### src/design/wps_skid.sv
// ----------------------------------------------------------------------------
// wps_skid
// output register with a skid stage, ready is registered
// ----------------------------------------------------------------------------
`default_nettype none

module wps_skid #(
    parameter int WIDTH = 3
) (
    input  wire logic             i_clk,
    input  wire logic             i_rst_n,
    input  wire logic             i_valid,
    output logic                  o_ready,
    input  wire logic [WIDTH-1:0] i_data,
    output logic                  o_valid,
    input  wire logic             i_ready,
    output logic      [WIDTH-1:0] o_data
);

    logic             r_out_valid;
    logic [WIDTH-1:0] r_out_data;
    logic             r_skid_valid;
    logic [WIDTH-1:0] r_skid_data;
    logic             w_accept;
    logic             w_out_free;

    assign w_accept   = i_valid && !r_skid_valid;
    assign w_out_free = !r_out_valid || i_ready;

    always_ff @(posedge i_clk) begin
        if (!i_rst_n) begin
            r_out_valid  <= 1'b0;
            r_skid_valid <= 1'b0;
        end else if (w_out_free) begin
            if (r_skid_valid) begin
                r_out_valid  <= 1'b1;
                r_out_data   <= r_skid_data;
                r_skid_valid <= 1'b0;
            end else begin
                r_out_valid <= w_accept;
                r_out_data  <= i_data;
            end
        end else if (w_accept) begin
            r_skid_valid <= 1'b1;
            r_skid_data  <= i_data;
        end
    end

    assign o_ready = !r_skid_valid;
    assign o_valid = r_out_valid;
    assign o_data  = r_out_data;

endmodule

`default_nettype wire

### config.mk
export PLATFORM = sky130hd
export DESIGN_NAME = wps_skid
export DESIGN_NICKNAME = d
export VERILOG_FILES = /design/src/design/wps_skid.sv
export SDC_FILE = /design/constraint.sdc
export NUM_CORES = 1
export LEC_CHECK = 0
export BUFFER_PORTS_ARGS = -buffer_cell sky130_fd_sc_hd__buf_2
export CORE_AREA = 2 2 39 41
export CTS_BUF_LIST = sky130_fd_sc_hd__clkbuf_4 sky130_fd_sc_hd__clkbuf_8
export DETAILED_ROUTE_END_ITERATION = 8
export DIE_AREA = 0 0 41 43
export GPL_TIMING_DRIVEN = 0
export MAX_ROUTING_LAYER = met4
export PLACE_DENSITY = 0.48
export SLEW_MARGIN = 20
export SYNTH_ARGS = -nofsm -noshare
export SYNTH_HDL_FRONTEND = slang
export SYNTH_SLANG_ARGS = --single-unit
### constraint.sdc
create_clock -name i_clk -period 1.44 [get_ports i_clk]
set_input_delay 0 -clock i_clk [delete_from_list [all_inputs] [get_ports i_clk]]
set_output_delay 0 -clock i_clk [all_outputs]
set_load 0.02 [all_outputs]
==> results.sh <==
export IMPL_status="finished, final reports clean"
export IMPL_ir_drop_v=0.000535
export IMPL_numCtsBuffers=3
export IMPL_critPathMaxStageDelay_ns=0.40
export IMPL_clk_pin_slew_ns=0.05
export IMPL_worstPathRequired_ns=1.33
export IMPL_rsz0062_at_grt="no"
export IMPL_rows=14
export IMPL_cts_tree="done"
export IMPL_finalCritPeriodShare_pct=82.1
export IMPL_cp_cell_sequence="nand2b_1 > nor3_1"
export IMPL_clk_latency_ns=0.25
export IMPL_syn_avg_cell_area_um2=15.9
export IMPL_seq_power_share_pct=51.6
export IMPL_p_int_uw=407
export IMPL_synth_cells=19
export IMPL_dp_final_hpwl_um=377
export IMPL_tightest_slew_ns=0.432
export IMPL_h_tree_depth=1
export IMPL_ios=12
export IMPL_place_gp_congestion=0.673
export IMPL_synth_area_leader_cell="edfxtp_1"
export IMPL_switching_share_pct=19.7
export IMPL_clockPowerShare_pct=38.8
export IMPL_grt_ovfl_total=0
export IMPL_grt_max_degree=7
export IMPL_cts_sink_count=8
export IMPL_first_pass_iters=2
export IMPL_vias_per_cell=4.00
export IMPL_fin_worst_skew_ns=0.00623
export IMPL_fp_dieH_um=43
export IMPL_area_growth_synth_to_final_pct=44.6
export IMPL_grt_pass1_wl_um=765
export IMPL_cp_max_fo=4
export IMPL_synth_net_count=26
export IMPL_finalSetupTns_ns=0
export IMPL_report_final_slew_viol_count=0
export IMPL_setup_viol=0
export IMPL_final_antenna_net_count=0
export IMPL_finalHoldViolCount=0
export IMPL_yosysUniqueCellTypes=11
export IMPL_cp_start_kind="flop"
export IMPL_start_util_pct=21.9
export IMPL_core_um2=1380
export IMPL_slew_headroom_pct=71.0
export IMPL_seq_area_frac_synth_pct=72.7
export IMPL_yosysWarnings=0
export IMPL_worstPathArrival_ns=1.08
export IMPL_p_per_area_nw_per_um2=1160
export IMPL_fin_crit_ns=1.18
export IMPL_reg2reg_from="o_valid"
export IMPL_die_area_um2=1760
export IMPL_path_class="reg -> reg"
export IMPL_cts_root_buffer="clkbuf_4"
export IMPL_crit_start="o_valid"
export IMPL_wl_per_cell_um=9.00
export IMPL_leakage_nw=0.172
export IMPL_syn_cell_area_um2=303
export IMPL_drc=0
export IMPL_die_w_um=41
export IMPL_first_global_vias=196
export IMPL_rrSetupSlack_ns=0.26
export IMPL_layout_drive_gt1_share_pct=51.4
export IMPL_worst_setup_path_end_kind="flop"
export IMPL_synth_top_area_share_pct=59.5
export IMPL_cts_resized=0
export IMPL_ys_ff_latch=8
export IMPL_drt_iter0_markers=6
export IMPL_cpMaxStageDelayCell="nor3_1"
export IMPL_antenna_cells=0
export IMPL_finalWirelength_um=477
export IMPL_drv_cap=0
export IMPL_cp_endpoint="r_skid_data[1]"
export IMPL_max_freq_mhz=845
export IMPL_io_buffers=11
export IMPL_nNetsFinal=45
export IMPL_comb_power_share_pct=9.6
export IMPL_clockBufferDepth=2
export IMPL_vias=212
export IMPL_placed_cells=46
export IMPL_antenna_found_initial=0
export IMPL_reg2reg_depth=2
export IMPL_yosys_top_cells_area="edfxtp_1, dfxtp_1, mux2_2"
export IMPL_reg2reg_to="r_skid_data[1]"
export IMPL_min_path_type="in -> reg"
export IMPL_final_cells=53
export IMPL_track_usage_pct=7.17
export IMPL_switching_power_uw=99.6
==> per-layer routing <==
metal  share of wire (%)  global-route usage, %  wire length (µm)  vias to the layer above
met1                  42                   6.98               201                       95
met5                   0                      -                 0                        -
met2                  43                   9.38               207                       10
li1                    -                      -                 -                      105
met4                 2.1                   8.00                10                        0
met3                  12                   3.14                57                        2
==> worst max-delay path, delay by kind of cell (launching register included) <==
kind             cells  cell delay [ns]
DFF                  1             0.32
and+or+nand+nor      2             0.51
==> through the flow <==
step	setup WS, ns	hold WS (ns)	power, mW	instance area (µm²)	util, %
finish	0.257	0.0423	0.507	438	31.6
global route	0.148	0.0570	0.531	438	31.6
CTS	0.246	0.0406	0.513	438	31.6
detailed placement	0.257	0.197	0.309	378	27.3
global placement	0.239	0.194	0.308	378	27.3
floorplan	0.219	0.0989	0.291	303	-
==> how the worst min path moves through the flow <==
stage,slack (ns),start,endpoint,cells past startpoint
6_report,0.04,i_rst_n,o_valid,2
5_1_grt,0.06,i_rst_n,o_valid,2
4_1_cts,0.04,i_rst_n,o_valid,2
3_5_place_dp,0.20,i_data[1],r_skid_data[1],1
3_3_place_gp,0.19,i_data[1],r_skid_data[1],1
2_1_floorplan,0.1,i_data[0],r_skid_data[0],0
==> layout by cell type, fill, tap and decap left out <==
master and count:
nor2_1 1, nor3b_2 1, dlygate4sd3_1 3, and2_1 1
nand2b_1 1, nor3_1 1, dfxtp_1 2, nand2_1 1
buf_2 11, clkbuf_4 4, mux2_2 3, edfxtp_1 6
inv_1 1, a21boi_1 1
==> cells in the mapped netlist <==
cell type  number
nand2b_1        1
nor3_1          1
nor2_1          1
mux2_2          3
nand2_1         1
nor3b_2         1
edfxtp_1        6
inv_1           1
a21boi_1        1
and2_1          1
dfxtp_1         2
==> flip-flops by register name, indices dropped and copies added, names as in the netlist <==
| signal | cells |
|---|---|
| r_skid_valid | 1 |
| o_valid | 1 |
| r_skid_data | 3 |
| o_data | 3 |
==> cells by family (layout without fill, tap and decap cells) <==
group           count (synthesis)  count (layout)  share of synthesized area [%]
buf+inv                         1              19                           1.24
mux                             3               3                           11.2
flops                           8               8                           72.7
compound gates                  1               1                           2.48
simple gates                    6               6                           12.4
==> area by class of cell <==
| class | instances | area (µm²) |
|---|---|---|
| Multi-Input combinational cell | 10 | 78.8 |
| Fill cell | 164 | 946 |
| Clock buffer | 4 | 30.0 |
| Tap cell | 16 | 20.0 |
| Sequential cell | 8 | 220 |
| Timing Repair Buffer | 14 | 85.1 |
| Inverter | 1 | 3.75 |
==> power by group through the flow <==
| stage | registers (mW) | logic (mW) | clock network, mW |
|---|---|---|---|
| after CTS | 0.262 | 0.0495 | 0.202 |
| after global placement | 0.266 | 0.0422 | 0 |
| after floorplan | 0.276 | 0.0149 | 0 |
| after detailed placement | 0.266 | 0.0430 | 0 |
| final | 0.261 | 0.0488 | 0.197 |
| after global routing | 0.262 | 0.0534 | 0.216 |
==> timing repair <==
action	CTS	global route
endpoints found under the hold margin	3	0
setup endpoints to repair	0	0
buffers inserted	0	0
hold buffers	3	0
Note: power is estimated with default switching activity, not from simulation.
